### src/sv/lbm_pkg.sv
package lbm_pkg;

    localparam int DIST_W  = 32;
    localparam int RHO_W   = DIST_W + 3;
    localparam int VJ_W    = DIST_W + 1;
    localparam int COEF_W  = 19;
    localparam int PROD_W  = COEF_W + RHO_W;
    localparam int FEQ_W   = 38;
    localparam int RES_W   = 42;
    localparam int ADDR_W  = 5;
    localparam int NUM_DIR = 5;

    // register map, word index = paddr[4:2]
    localparam logic [2:0] REG_WAVE_SPEED_SQ   = 3'd0;
    localparam logic [2:0] REG_INV_TAU         = 3'd1;
    localparam logic [2:0] REG_MIRROR_X_LOW    = 3'd2;
    localparam logic [2:0] REG_MIRROR_X_HIGH   = 3'd3;
    localparam logic [2:0] REG_MIRROR_CENTER_Y = 3'd4;
    localparam logic [2:0] REG_MIRROR_RADIUS   = 3'd5;

    localparam logic [15:0] WAVE_SPEED_SQ_RST   = 16'd16384;
    localparam logic [17:0] INV_TAU_RST         = 18'd131072;
    localparam logic [9:0]  MIRROR_X_LOW_RST    = 10'd50;
    localparam logic [9:0]  MIRROR_X_HIGH_RST   = 10'd200;
    localparam logic [7:0]  MIRROR_CENTER_Y_RST = 8'd100;
    localparam logic [9:0]  MIRROR_RADIUS_RST   = 10'd100;

    // direction slots
    localparam int SLOT_REST  = 0;
    localparam int SLOT_EAST  = 1;
    localparam int SLOT_NORTH = 2;
    localparam int SLOT_WEST  = 3;
    localparam int SLOT_SOUTH = 4;

    typedef struct packed {
        logic s2;
        logic s3;
        logic s4;
        logic s5;
    } lbm_ld_t;

    typedef struct packed {
        logic src;
        logic mirror;
    } lbm_cls_t;

    function automatic logic signed [DIST_W-1:0] sat32(input logic signed [RES_W-1:0] v);
        logic signed [RES_W-1:0] hi;
        logic signed [RES_W-1:0] lo;
        logic signed [DIST_W-1:0] r;
        hi = RES_W'(32'sh7fffffff);
        lo = RES_W'(32'sh80000000);
        if (v > hi)
        begin
            r = 32'sh7fffffff;
        end
        else if (v < lo)
        begin
            r = 32'sh80000000;
        end
        else
        begin
            r = v[DIST_W-1:0];
        end
        return r;
    endfunction

endpackage

### src/sv/lbm_mirror.sv
module lbm_mirror (
    input  logic              clk,
    input  lbm_pkg::lbm_ld_t  ctl,
    input  logic              src,
    input  logic              in_range,
    input  logic signed [10:0] dx,
    input  logic signed [8:0] dy,
    input  logic [9:0]        radius,
    output lbm_pkg::lbm_cls_t cls
);

    logic signed [21:0] dx_sq;
    logic signed [17:0] dy_sq;
    logic [19:0]        dx2_reg;
    logic [15:0]        dy2_reg;
    logic [19:0]        rr2_reg;
    logic               src2_reg;
    logic               range2_reg;
    logic [20:0]        dist_sum;
    lbm_pkg::lbm_cls_t  cls3_next;
    lbm_pkg::lbm_cls_t  cls3_reg;
    lbm_pkg::lbm_cls_t  cls4_reg;
    lbm_pkg::lbm_cls_t  cls5_reg;

    assign dx_sq = 22'(dx) * 22'(dx);
    assign dy_sq = 18'(dy) * 18'(dy);

    always_ff @(posedge clk)
    begin
        if (ctl.s2)
        begin
            dx2_reg    <= dx_sq[19:0];
            dy2_reg    <= dy_sq[15:0];
            rr2_reg    <= 20'(radius) * 20'(radius);
            src2_reg   <= src;
            range2_reg <= in_range;
        end
    end

    // source column always wins over the reflector
    always_comb
    begin
        dist_sum         = {1'b0, dx2_reg} + {5'b0, dy2_reg};
        cls3_next.src    = src2_reg;
        cls3_next.mirror = range2_reg && !src2_reg && (dist_sum >= {1'b0, rr2_reg});
    end

    always_ff @(posedge clk)
    begin
        if (ctl.s3)
        begin
            cls3_reg <= cls3_next;
        end
        if (ctl.s4)
        begin
            cls4_reg <= cls3_reg;
        end
        if (ctl.s5)
        begin
            cls5_reg <= cls4_reg;
        end
    end

    assign cls = cls5_reg;

endmodule

### config.mk
export PLATFORM = sky130hd
export DESIGN_NAME = lbm_mirror
export DESIGN_NICKNAME = d
export VERILOG_FILES = /design/src/sv/lbm_pkg.sv /design/src/sv/lbm_mirror.sv
export SDC_FILE = /design/constraint.sdc
export NUM_CORES = 1
export LEC_CHECK = 0
export BUFFER_PORTS_ARGS = -buffer_cell sky130_fd_sc_hd__buf_2
export CAP_MARGIN = 5
export CORE_MARGIN = 4
export CORE_UTILIZATION = 45
export CTS_CLUSTER_DIAMETER = 80
export DETAILED_ROUTE_END_ITERATION = 16
export PLACE_DENSITY = 0.67
export SETUP_SLACK_MARGIN = 0.05
export SLEW_MARGIN = 20
export SYNTH_ARGS = -nofsm -noshare
export SYNTH_HDL_FRONTEND = slang
export SYNTH_SLANG_ARGS = --single-unit
### constraint.sdc
create_clock -name clk -period 8.7 [get_ports clk]
set_input_delay 1.305 -clock clk [delete_from_list [all_inputs] [get_ports clk]]
set_output_delay 1.305 -clock clk [all_outputs]
set_load 0.03 [all_outputs]
=== Word level (Yosys, flattened, before mapping) ===
Index checks and enable logic that the tools add are counted.

* Add/subtract/negate cells: 1
* Multiply operators: 3
* Order comparisons: 1
* Reduce and logical (&&, ||, !) cells: 3

{| class="wikitable"
|+ Operators with widths
! cell !! count
|-
| $add A20 B16 Y21 || 1
|-
| $ge A21 B20 Y1 || 1
|-
| $mul A10 B10 Y20 || 1
|-
| $mul A11 B11 Y20 || 1
|-
| $mul A9 B9 Y16 || 1
|-
| $logic_and A1 B1 Y1 || 2
|-
| $logic_not A1 Y1 || 1
|}

* Flip-flop bits (word level): 64
* Input port bits: 37
* Output and inout bits: 2
* Logic and storage cells: 19

=== Longest topological paths before layout ===
Gate-level depths: netlist of the first run.

* Word-level depth: 3
* Gate-level depth with buffers: 21
* Depth with buffers taken out: 20

=== Worst setup path after synthesis of the first run ===
Ideal clock, no wire load.

* Path kind: input to register
* Start point: input port dx[7]
* End point: register dx2_reg[19] (data pin)
* Library setup time: 260 ps
* Arrival time: 5804 ps
* Data required time: 8440 ps
* Setup slack: 2637 ps
* Stages: 18
* Path buffers: 1
* Cell sequence: clkbuf_1 -> inv_1 -> nor2_1 -> fa_1 -> fa_1 -> fa_1 -> fa_1 -> inv_1 -> fa_1 -> inv_1 -> ha_1 -> nand2_1 -> nor3_1 -> a2111oi_2 -> o31ai_1 -> a21o_1 -> a21oi_2 -> xnor2_1

* Longest elaborated chain between the ends: 1

{| class="wikitable"
|+ RTL lines
! item !! line !! RTL
|-
| from (decl) || lbm_mirror.sv:6 || <nowiki>input logic signed [10:0] dx,</nowiki>
|-
| $mul A11 B11 Y20 || lbm_mirror.sv:25 || <nowiki>assign dx_sq = 22'(dx) * 22'(dx);</nowiki>
|-
| named net dx_sq[19] || lbm_mirror.sv:12 || <nowiki>logic signed [21:0] dx_sq;</nowiki>
|-
| to (signal assigned) || lbm_mirror.sv:32 || <nowiki>dx2_reg <= dx_sq[19:0];</nowiki>
|-
| to (decl) || lbm_mirror.sv:14 || <nowiki>logic [19:0] dx2_reg;</nowiki>
|}

The timed path passes the listed nets, and every way through them passes these cells.
A chain may end at the register's enable or synchronous reset.

=== Final worst setup path of the first run ===
Same ends and word-level chain as after synthesis.

==> flow_metrics.tcl, run 1 <==
set metrics [dict create \
    status "finished, final reports clean" \
    cts.sinks 61 \
    cts_resized 0 \
    worst-path-buf-inv 4 \
    drive_gt1_share_pct 5.55 \
    routed_via_density 4.92 \
    ys_seq_area_share_pct 15.4 \
    p_clk_share_pct 7.1 \
    worst_pin_slew_ns 0.686 \
    yosysTopAreaCell "fa_1" \
    worstPathRequired_ns 8.76 \
    worst_path_most_repeated_cell "fa_1" \
    use_met1_pct 21.7 \
    final_cell_mix "inv_1, fa_1, ha_1" \
    slew_headroom_pct 54.3 \
    holdCritPathClass "reg -> reg" \
    cts-root-buf "clkbuf_16" \
    critPathCaptureType "register" \
    drt_iter0_markers 239 \
    area_delta_synth_final_pct 6.69 \
    grt.busiest_layer "met2" \
    rows 59 \
    synthTopCellsByArea "fa_1, ha_1, edfxtp_1, inv_1, xnor2_1" \
    layout_commonest_cell "inv_1" \
    dp.cells 1562 \
    power.density_nw_per_um2 346 \
    vias 7762 \
    ir_drop_mv 0.215 \
    period_needed_ns 5.97 \
    finalHoldViolations 0 \
    path_class "in -> reg" \
    n_antenna_cell 0 \
    r2r-start "dx2_reg[3]$_DFFE_PP_" \
    grt_pass1_vias 8321 \
    syn_nets 1603 \
    cts-htree-levels 3 \
    p_sw_uw 2020 \
    cts_tree "yes" \
    grt_pass1_wl_um 37200 \
    fin_setup_tns_ns 0 \
    r2r-end "cls3_reg[0]$_DFFE_PP_" \
    grt_use_met2_pct 25.8 \
    synth_area_um2 11900 \
    rsz0062_at_grt "no" \
    synth-edff-count 61 \
    postCtsHoldBufs 0 \
    critPathMaxFanout 9 \
    clk_pin_slew_ns 0.05 \
    switching_share_pct 46.0 \
    drv_slew 0 \
    grt_max_degree 56 \
    syn_avg_cell_area_um2 9.82 \
    die_area_um2 29100 \
    power_frac_comb_pct 78.1 \
    cts_made_buffers 9 \
    cellLeakagePower_uw 0.00639 \
    gp_congestion 0.849 \
    yosys_most_used_dff "edfxtp_1" \
    io_pins 39 \
    cp-startpoint "dx[7]" \
    final_util_pct 48.7 \
    place_area_um2 12400 \
    design_area_um2 12700 \
    clkLatencyLatePin_ns 0.32 \
    reg2reg_slack_ns 4.92 \
    post_drt_wl_per_cell_um 12.7 \
    r2r_cells 15 \
    placeableCoreArea_um2 26100 \
    drc_errors 0 \
    antenna_found_initial 0 \
    initial_core_util_pct 45.7 \
    maxCapViolCount 0 \
    clock_skew_ns 0.00390 \
    seqPwrFrac_pct 14.8 \
    cpPeakStageDelay_ns 0.50 \
    yosysWarnings 0 \
    netlist.area_leader.share_pct 33.1 \
    syn_inst 1212 \
    groute.usage.overall_pct 15.2 \
    path_cells "buf_2 > inv_1 > nor2_1 > fa_1 > fa_1 > fa_1 > fa_1 > inv_1 > fa_1 > inv_1 > ha_1 > nand2_1 > nor3_1 > a2111oi_2 > o31ai_1 > a21o_1 > a21oi_2 > xnor2_1" \
    grt_util_met3_pct 1.71 \
    synth-seq-cells 61 \
    die_h_um 171 \
    clock_path_buffers 2 \
    final_cells 1578 \
    drt_first_pass_iters 4 \
    crit_slowest_cell "fa_1" \
    worst-path-stages 18 \
    startpoint_type "primary input" \
    die_width_um 171 \
    grt_overflow 0 \
    crit_end "dx2_reg[19]$_DFFE_PP_" \
    dpl.hpwl_um 17400 \
    max_freq_ghz 0.167 \
    p_int_uw 2370 \
    report.power.total_uw 4390 \
    final_nets 1629 \
    cp.arrival_ns 6.04 \
    setup_viol 0 \
    ys_types 55 \
    fin_crit_sh_pct 68.7 \
    postCtsSetupBuffers 0 \
    finalWirelength_um 20000 \
    final_antenna_net_count 0 \
    numPortBuffers 38 \
    ys_async_sr_fraction_pct 0 \
    path_delay_family "adder cells" \
]
-- through the flow --
step                hold WS [ns]  setup slack [ns]
CTS                        0.418              2.73
finish                     0.415              2.73
floorplan                  0.400              2.64
detailed placement         0.408              2.40
global route               0.429              2.47
global placement           0.404              2.51
-- kinds of logic after synthesis --
logic type	after synthesis	synth area share (%)
adders and majority gates	354	49.6
buffers and inverters	317	10.0
and+or+nand+nor	257	10.8
AOI/OAI and AO/OA	135	7.63
xor gates and xnor gates	84	6.18
DFF	61	15.4
muxes	4	0.347
-- worst min path at each step --
stage / startpoint / cells past startpoint / slack (ns) / endpoint
2_1_floorplan: cls3_reg[0]$_DFFE_PP_ / 0 / 0.40 / cls4_reg[0]$_DFFE_PP_
3_3_place_gp: cls4_reg[0]$_DFFE_PP_ / 0 / 0.40 / cls[0]$_DFFE_PP_
3_5_place_dp: cls4_reg[0]$_DFFE_PP_ / 0 / 0.41 / cls[0]$_DFFE_PP_
4_1_cts: cls4_reg[0]$_DFFE_PP_ / 0 / 0.42 / cls[0]$_DFFE_PP_
5_1_grt: cls3_reg[1]$_DFFE_PP_ / 0 / 0.43 / cls4_reg[1]$_DFFE_PP_
6_report: cls4_reg[0]$_DFFE_PP_ / 0 / 0.41 / cls[0]$_DFFE_PP_
-- synthesized netlist by cell type (all sizes together), types with 2 or more instances --
library cell / instances
edfxtp: 61
nor2: 47
xnor2: 67
and3: 5
o21ai: 20
o21bai: 9
or4: 2
o31ai: 2
nor4: 2
o41ai: 2
fa: 197
nand2b: 7
nand3: 7
a31oi: 3
a31o: 2
nor2b: 18
a211oi: 6
a21oi: 47
a21o: 13
clkbuf: 24
nor3: 8
inv: 292
xor2: 17
a2111oi: 2
o21a: 14
a21boi: 2
nand4: 5
o22ai: 2
mux2i: 3
ha: 157
and2: 73
o211ai: 3
nand2: 79
-- power groups by stage --
stage | Combinational, uW | Sequential (uW) | Clock (uW)
3_5_place_dp | 3460 | 657 | 0
2_1_floorplan | 2810 | 640 | 0
5_1_grt | 4040 | 662 | 337
4_1_cts | 3500 | 652 | 320
3_3_place_gp | 3400 | 655 | 0
6_report | 3430 | 650 | 312
-- area by class of cell --
type                    count  area, um2
multi-input cells         834       8880
repair buffers             39        198
inverters                 293       1100
fillers                  2450      13400
flip-flops and latches     61       1830
well taps                 335        419
clock buffers              10        229
clock inverters             6       40.0
-- per-layer routing --
metal / share of wire [%] / up-vias
met3: 2.5 / 14
li1: - / 3841
met1: 48 / 3813
met4: 0.67 / 0
met2: 49 / 94
met5: 0 / -
No activity file was read; power rests on OpenSTA's default activity.
==> inputs of run 2 (changes only) <==
--- a/config.mk
+++ b/config.mk
@@ -5,13 +5,14 @@
 export SDC_FILE = /design/constraint.sdc
 export NUM_CORES = 1
 export LEC_CHECK = 0
+export ABC_AREA = 1
 export BUFFER_PORTS_ARGS = -buffer_cell sky130_fd_sc_hd__buf_2
 export CAP_MARGIN = 5
 export CORE_MARGIN = 4
 export CORE_UTILIZATION = 45
 export CTS_CLUSTER_DIAMETER = 80
 export DETAILED_ROUTE_END_ITERATION = 16
-export PLACE_DENSITY = 0.67
+export PLACE_DENSITY = 0.69
 export SETUP_SLACK_MARGIN = 0.05
 export SLEW_MARGIN = 20
 export SYNTH_ARGS = -nofsm -noshare
==> constraint.sdc (replaced) <==
create_clock -name clk -period 5.1 [get_ports clk]
set_input_delay 0.765 -clock clk [delete_from_list [all_inputs] [get_ports clk]]
set_output_delay 0.765 -clock clk [all_outputs]
set_load 0.03 [all_outputs]
==> run 2 against run 1 <==
Against the previous run:
- sequential share of layout area fell by 1.3 points
- core utilization rose by 3.4 points
- final cell count rose by 20%
- total power rose by 100%
- area after synthesis rose by 3.0%
- global-route usage rose by 0.60 points
- flip-flop and latch count did not move
- wire length rose by 12%
- register-to-register slack got worse by 3.2 ns
- combinational power rose by 110%
==> flow_metrics.tcl, run 2 <==
set metrics [dict create \
    rows 60 \
    cp-startpoint "radius[8]" \
    yosys_most_used_dff "edfxtp_1" \
    hold_ws_ns 0.419 \
    clock_skew_ns 0.00774 \
    worstPathRequired_ns 5.19 \
    antenna_found_initial 0 \
    gp_congestion 0.861 \
    grt_pass1_wl_um 40900 \
    initial_core_util_pct 45.6 \
    final_util_pct 52.1 \
    final_nets 1932 \
    placeableCoreArea_um2 26900 \
    synth_area_um2 12300 \
    drv_slew 0 \
    setup_viol 0 \
    n_antenna_cell 0 \
    startpoint_type "primary input" \
    nFillCells 2482 \
    yosysWarnings 0 \
    power.density_nw_per_um2 635 \
    fin_crit_sh_pct 94.7 \
    final_antenna_net_count 0 \
    io_pins 39 \
    ys_types 41 \
    cts.sinks 61 \
    synthTopCellsByCount "inv_1, nand2_1, fa_1" \
    synth-seq-cells 61 \
    clk_pin_slew_ns 0.06 \
    numPortBuffers 38 \
    max_freq_ghz 0.207 \
    ys_seq_area_share_pct 14.9 \
    clkLatencyLatePin_ns 0.33 \
    yosysMostFrequentCell "inv_1" \
    area_delta_synth_final_pct 14.3 \
    drt_first_pass_iters 7 \
    grt_pass1_vias 9359 \
    r2r-end "cls3_reg[0]$_DFFE_PP_" \
    maxCapViolCount 0 \
    crit_end "rr2_reg[19]$_DFFE_PP_" \
    pre_cts_ws_ns -0.139 \
    rsz0062_at_grt "no" \
    synth-edff-count 61 \
    routed_via_density 4.66 \
    finalWirelength_um 22400 \
    post_drt_wl_per_cell_um 11.9 \
    period_needed_ns 4.83 \
    cts-htree-levels 3 \
    cellLeakagePower_uw 0.00795 \
    syn_inst 1408 \
    finalHoldViolations 0 \
    reg2reg_slack_ns 1.73 \
    drt_iter0_markers 352 \
    cts_tree "yes" \
    critPathCaptureType "register" \
    layout_commonest_cell "inv_1" \
    postCtsSetupBuffers 0 \
    grt_overflow 0 \
    worst_pin_slew_ns 0.702 \
    postCtsHoldBufs 0 \
    clock_path_buffers 2 \
    dpl.hpwl_um 20200 \
    final_cell_mix "inv_1, nand2_1, fa_1" \
    die_width_um 173 \
    cts_made_buffers 9 \
    syn_nets 1799 \
    drive_gt1_share_pct 12.5 \
    cp.arrival_ns 4.91 \
    holdCritPathClass "reg -> reg" \
    cts-root-buf "clkbuf_16" \
    grt_max_degree 56 \
    cts_resized 0 \
    yosysTopAreaCell "fa_1" \
    path_class "in -> reg" \
    synthTopCellsByArea "fa_1, ha_1, edfxtp_1, inv_1, nand2_1" \
    die_h_um 173 \
    r2r-start "dx2_reg[3]$_DFFE_PP_" \
    critPathMaxFanout 6 \
    drc_errors 0 \
    ir_drop_mv 0.388 \
    ys_async_sr_fraction_pct 0 \
    r2r_cells 21 \
    vias 8794 \
    min_path_cells 0 \
    die_area_um2 29900 \
    netlist.area_leader.share_pct 32.2 \
    status "finished, final reports clean" \
    setup_ws_ns 0.271 \
    slew_headroom_pct 53.2 \
    syn_avg_cell_area_um2 8.70 \
    groute.usage.overall_pct 15.8 \
]
## run 2: worst min-delay path by stage
stage | from | to
after floorplan | cls3_reg[0]$_DFFE_PP_ | cls4_reg[0]$_DFFE_PP_
after global placement | cls4_reg[0]$_DFFE_PP_ | cls[0]$_DFFE_PP_
after detailed placement | cls3_reg[1]$_DFFE_PP_ | cls4_reg[1]$_DFFE_PP_
after CTS | cls3_reg[1]$_DFFE_PP_ | cls4_reg[1]$_DFFE_PP_
after global routing | cls3_reg[0]$_DFFE_PP_ | cls4_reg[0]$_DFFE_PP_
final | cls3_reg[1]$_DFFE_PP_ | cls4_reg[1]$_DFFE_PP_
## run 2: final cells by class
| class | instances | area [um2] | area share [%] |
|---|---|---|---|
| multi-input cells | 908 | 8810 | 62.9 |
| flip-flops and latches | 61 | 1830 | 13.1 |
| inverters | 405 | 1520 | 10.9 |
| repair buffers | 156 | 1100 | 7.86 |
| well taps | 341 | 427 | 3.05 |
| clock buffers | 10 | 229 | 1.63 |
| clock inverters | 6 | 87.6 | 0.625 |
## run 2: metal layers
layer | global-route usage (%) | share of wire (%)
met3 | 2.12 | 2.6
met2 | 28.0 | 50
met1 | 21.5 | 47
met5 | 0 | 0
met4 | 1.53 | 0.63
## run 2: cell families (layout without fill, tap and decap cells)
| family | after synthesis | in the layout | share of synthesized area [%] |
|---|---|---|---|
| buffers and inverters | 439 | 577 | 13.5 |
| adder cells (fa/ha/maj) | 354 | 354 | 48.2 |
| AND/OR/NAND/NOR | 349 | 349 | 11.4 |
| AO/OA/AOI/OAI | 115 | 115 | 5.47 |
| XOR/XNOR | 89 | 89 | 6.36 |
| flip-flops | 61 | 61 | 14.9 |
| multiplexers | 1 | 1 | 0.0817 |
## run 2: power breakdown
| group | internal [uW] | switching, uW | leakage, uW | total [uW] |
|---|---|---|---|---|
| clock network | 426 | 207 | 0.000146 | 633 |
| registers | 1040 | 73.0 | 0.000597 | 1110 |
| logic | 3310 | 3840 | 0.00720 | 7150 |
## run 2: through the flow
step / std cells / total power [uW] / setup TNS (ns) / cell area, um2
2_1_floorplan: 1408 / 6190 / 0 / 12300
3_3_place_gp: 1871 / 8120 / -0.0459 / 13700
3_5_place_dp: 1871 / 8330 / -0.911 / 13700
4_1_cts: 1887 / 9010 / 0 / 14000
5_1_grt: 1887 / 10100 / 0 / 14000
6_report: 1887 / 8900 / 0 / 14000
## run 2: critical path, stage by stage
cell,delay (ns)
buf_2,0.13
buf_4,0.15
nand2_1,0.08
inv_1,0.05
fa_1,0.49
inv_1,0.05
fa_1,0.53
inv_1,0.05
fa_1,0.50
fa_1,0.43
ha_1,0.30
ha_1,0.38
nand4_1,0.17
nor4_1,0.33
buf_4,0.19
nand4_1,0.10
nand3_1,0.14
xnor2_1,0.07
==> inputs of run 3 (changes only) <==
--- a/config.mk
+++ b/config.mk
@@ -9,11 +9,11 @@
 export BUFFER_PORTS_ARGS = -buffer_cell sky130_fd_sc_hd__buf_2
 export CAP_MARGIN = 5
 export CORE_MARGIN = 4
-export CORE_UTILIZATION = 45
+export CORE_UTILIZATION = 35
 export CTS_CLUSTER_DIAMETER = 80
 export DETAILED_ROUTE_END_ITERATION = 16
-export PLACE_DENSITY = 0.69
-export SETUP_SLACK_MARGIN = 0.05
+export PLACE_DENSITY = 0.58
+export SETUP_SLACK_MARGIN = 0.1
 export SLEW_MARGIN = 20
 export SYNTH_ARGS = -nofsm -noshare
 export SYNTH_HDL_FRONTEND = slang
==> run 3 against run 2 <==
Against the previous run:
- first-iteration DRC count grew 4.5%
- final cell count grew 5.6%
- combinational power grew 2%
- die area up 27%
- flip-flop and latch count stayed put
- highest routed layer unchanged
- critical path depth down 1
- fmax is 0.30% higher
- global-route usage shrank 3.3 points
- sequential power hardly changed
- cell area is 1.2% higher
==> flow_metrics.tcl, run 3 (synthesized netlist as in run 2, its figures left out) <==
set metrics [dict create \
    clock_path_buffers 2 \
    gp_congestion 0.829 \
    clkLatencyLatePin_ns 0.32 \
    final_antenna_net_count 0 \
    area_delta_synth_final_pct 15.7 \
    multi_input_area_um2 8910 \
    groute.usage.overall_pct 12.5 \
    placeableCoreArea_um2 34500 \
    post_drt_wl_per_cell_um 11.4 \
    cellLeakagePower_uw 0.00792 \
    hold_ws_ns 0.418 \
    clock_skew_ns 0.00355 \
    power.density_nw_per_um2 634 \
    critPathCaptureType "register" \
    startpoint_type "primary input" \
    drv_slew 0 \
    use_met1_pct 17.8 \
    seqCellArea_um2 1830 \
    cts_made_buffers 9 \
    die_width_um 195 \
    cts-root-buf "clkbuf_16" \
    period_needed_ns 4.81 \
    ir_drop_mv 0.412 \
    postCtsHoldBufs 0 \
    status "finished, final reports clean" \
    n_antenna_cell 0 \
    reg2reg_slack_ns 1.72 \
    numPortBuffers 38 \
    critPathMaxFanout 7 \
    cts-htree-levels 3 \
    antenna_found_initial 0 \
    nFillCells 3531 \
    final_cell_mix "inv_1, nand2_1, fa_1" \
    r2r_cells 21 \
    crit_end "dx2_reg[19]$_DFFE_PP_" \
    grt.busiest_layer "met2" \
    cp.arrival_ns 4.88 \
    setup_viol 0 \
    final_nets 1924 \
    max_freq_ghz 0.208 \
    drt_first_pass_iters 5 \
    grt_use_met2_pct 21.4 \
    clk_pin_slew_ns 0.05 \
    worstPathRequired_ns 5.17 \
    drt_iter0_markers 368 \
    holdCritPathClass "reg -> reg" \
    maxCapViolCount 0 \
    r2r-end "cls3_reg[0]$_DFFE_PP_" \
    finalWirelength_um 22800 \
    drc_errors 0 \
    die_h_um 195 \
    layout_commonest_cell "inv_1" \
    cts.sinks 61 \
    final_cells 1993 \
    dp.cells 1977 \
    cts_tree "yes" \
    grt_pass1_wl_um 41300 \
    vias 8760 \
    drive_gt1_share_pct 13.1 \
    grt_pass1_vias 9225 \
    die_area_um2 38100 \
    path_class "in -> reg" \
    r2r-start "dx2_reg[3]$_DFFE_PP_" \
    grt_overflow 0 \
    rows 68 \
    rsz0062_at_grt "yes" \
    routed_via_density 4.40 \
    grt_max_degree 56 \
    worst_pin_slew_ns 0.695 \
    finalHoldViolations 0 \
    initial_core_util_pct 35.5 \
    holdCritStartpoint "cls3_reg[1]$_DFFE_PP_" \
    fin_crit_sh_pct 94.4 \
    grt_util_met3_pct 1.38 \
    cp-startpoint "dx[10]" \
    dpl.hpwl_um 20400 \
    slew_headroom_pct 53.7 \
    io_pins 39 \
]
[run 3: cell types whose count changed in the layout (fill, tap and decap cells not counted), sizes merged]
cell	previous run	this run
buf	156	144
clkinvlp	2	0
bufinv	2	1
clkinv	3	5
clkbuf	10	15
[run 3: through the flow]
step	total power, uW	utilization [%]	area (um2)	worst slack (ns)	setup TNS [ns]
after global routing	10200	41.0	14200	0.0717	0
after detailed placement	8230	39.9	13800	-0.112	-0.416
final	8990	41.0	14200	0.285	0
after CTS	8880	40.7	14100	0.234	0
after floorplan	6210	-	12300	0.0905	0
after global placement	8140	39.9	13800	-0.0140	-0.0164
[run 3: timing repair]
| action | in CTS | in global routing |
|---|---|---|
| resized for setup | 0 | 25 |
| endpoints found under the setup margin | 0 | 10 |
| buffers inserted | 0 | 0 |
[run 3: worst min path at each step]
stage / cells past startpoint / endpoint
3_5_place_dp: 0 / cls4_reg[0]$_DFFE_PP_
4_1_cts: 0 / cls4_reg[0]$_DFFE_PP_
2_1_floorplan: 0 / cls4_reg[0]$_DFFE_PP_
5_1_grt: 0 / cls4_reg[1]$_DFFE_PP_
3_3_place_gp: 0 / cls4_reg[0]$_DFFE_PP_
6_report: 0 / cls4_reg[1]$_DFFE_PP_
[run 3: report_power, final]
group          switching, uW  internal (uW)  total, uW
Sequential              77.6           1040       1120
Clock                    207            374        581
Combinational           3930           3360       7290
[run 3: final cells by class]
| class | instances | share of cell area [%] |
|---|---|---|
| multi-input cells | 908 | 62.8 |
| well taps | 455 | 4.01 |
| clock inverters | 5 | 0.362 |
| clock buffers | 11 | 1.64 |
| flip-flops and latches | 61 | 12.9 |
| inverters | 405 | 10.8 |
| repair buffers | 148 | 7.50 |
[run 3: critical path: stages]
cell and delay (ns):
clkbuf_4 0.15, buf_4 0.16, nand2_1 0.06, inv_1 0.07
fa_2 0.58, inv_1 0.07, fa_1 0.55, fa_1 0.43
fa_1 0.47, fa_1 0.51, inv_1 0.05, ha_1 0.30
nand2_1 0.08, inv_1 0.05, a221o_1 0.32, a31oi_2 0.15
xor2_1 0.09
[run 3: metal layers]
| layer | up-vias | share of wire [%] |
|---|---|---|
| li1 | 4467 | - |
| met1 | 4191 | 49 |
| met2 | 94 | 48 |
| met3 | 8 | 2.2 |
| met4 | 0 | 0.35 |
| met5 | - | 0 |
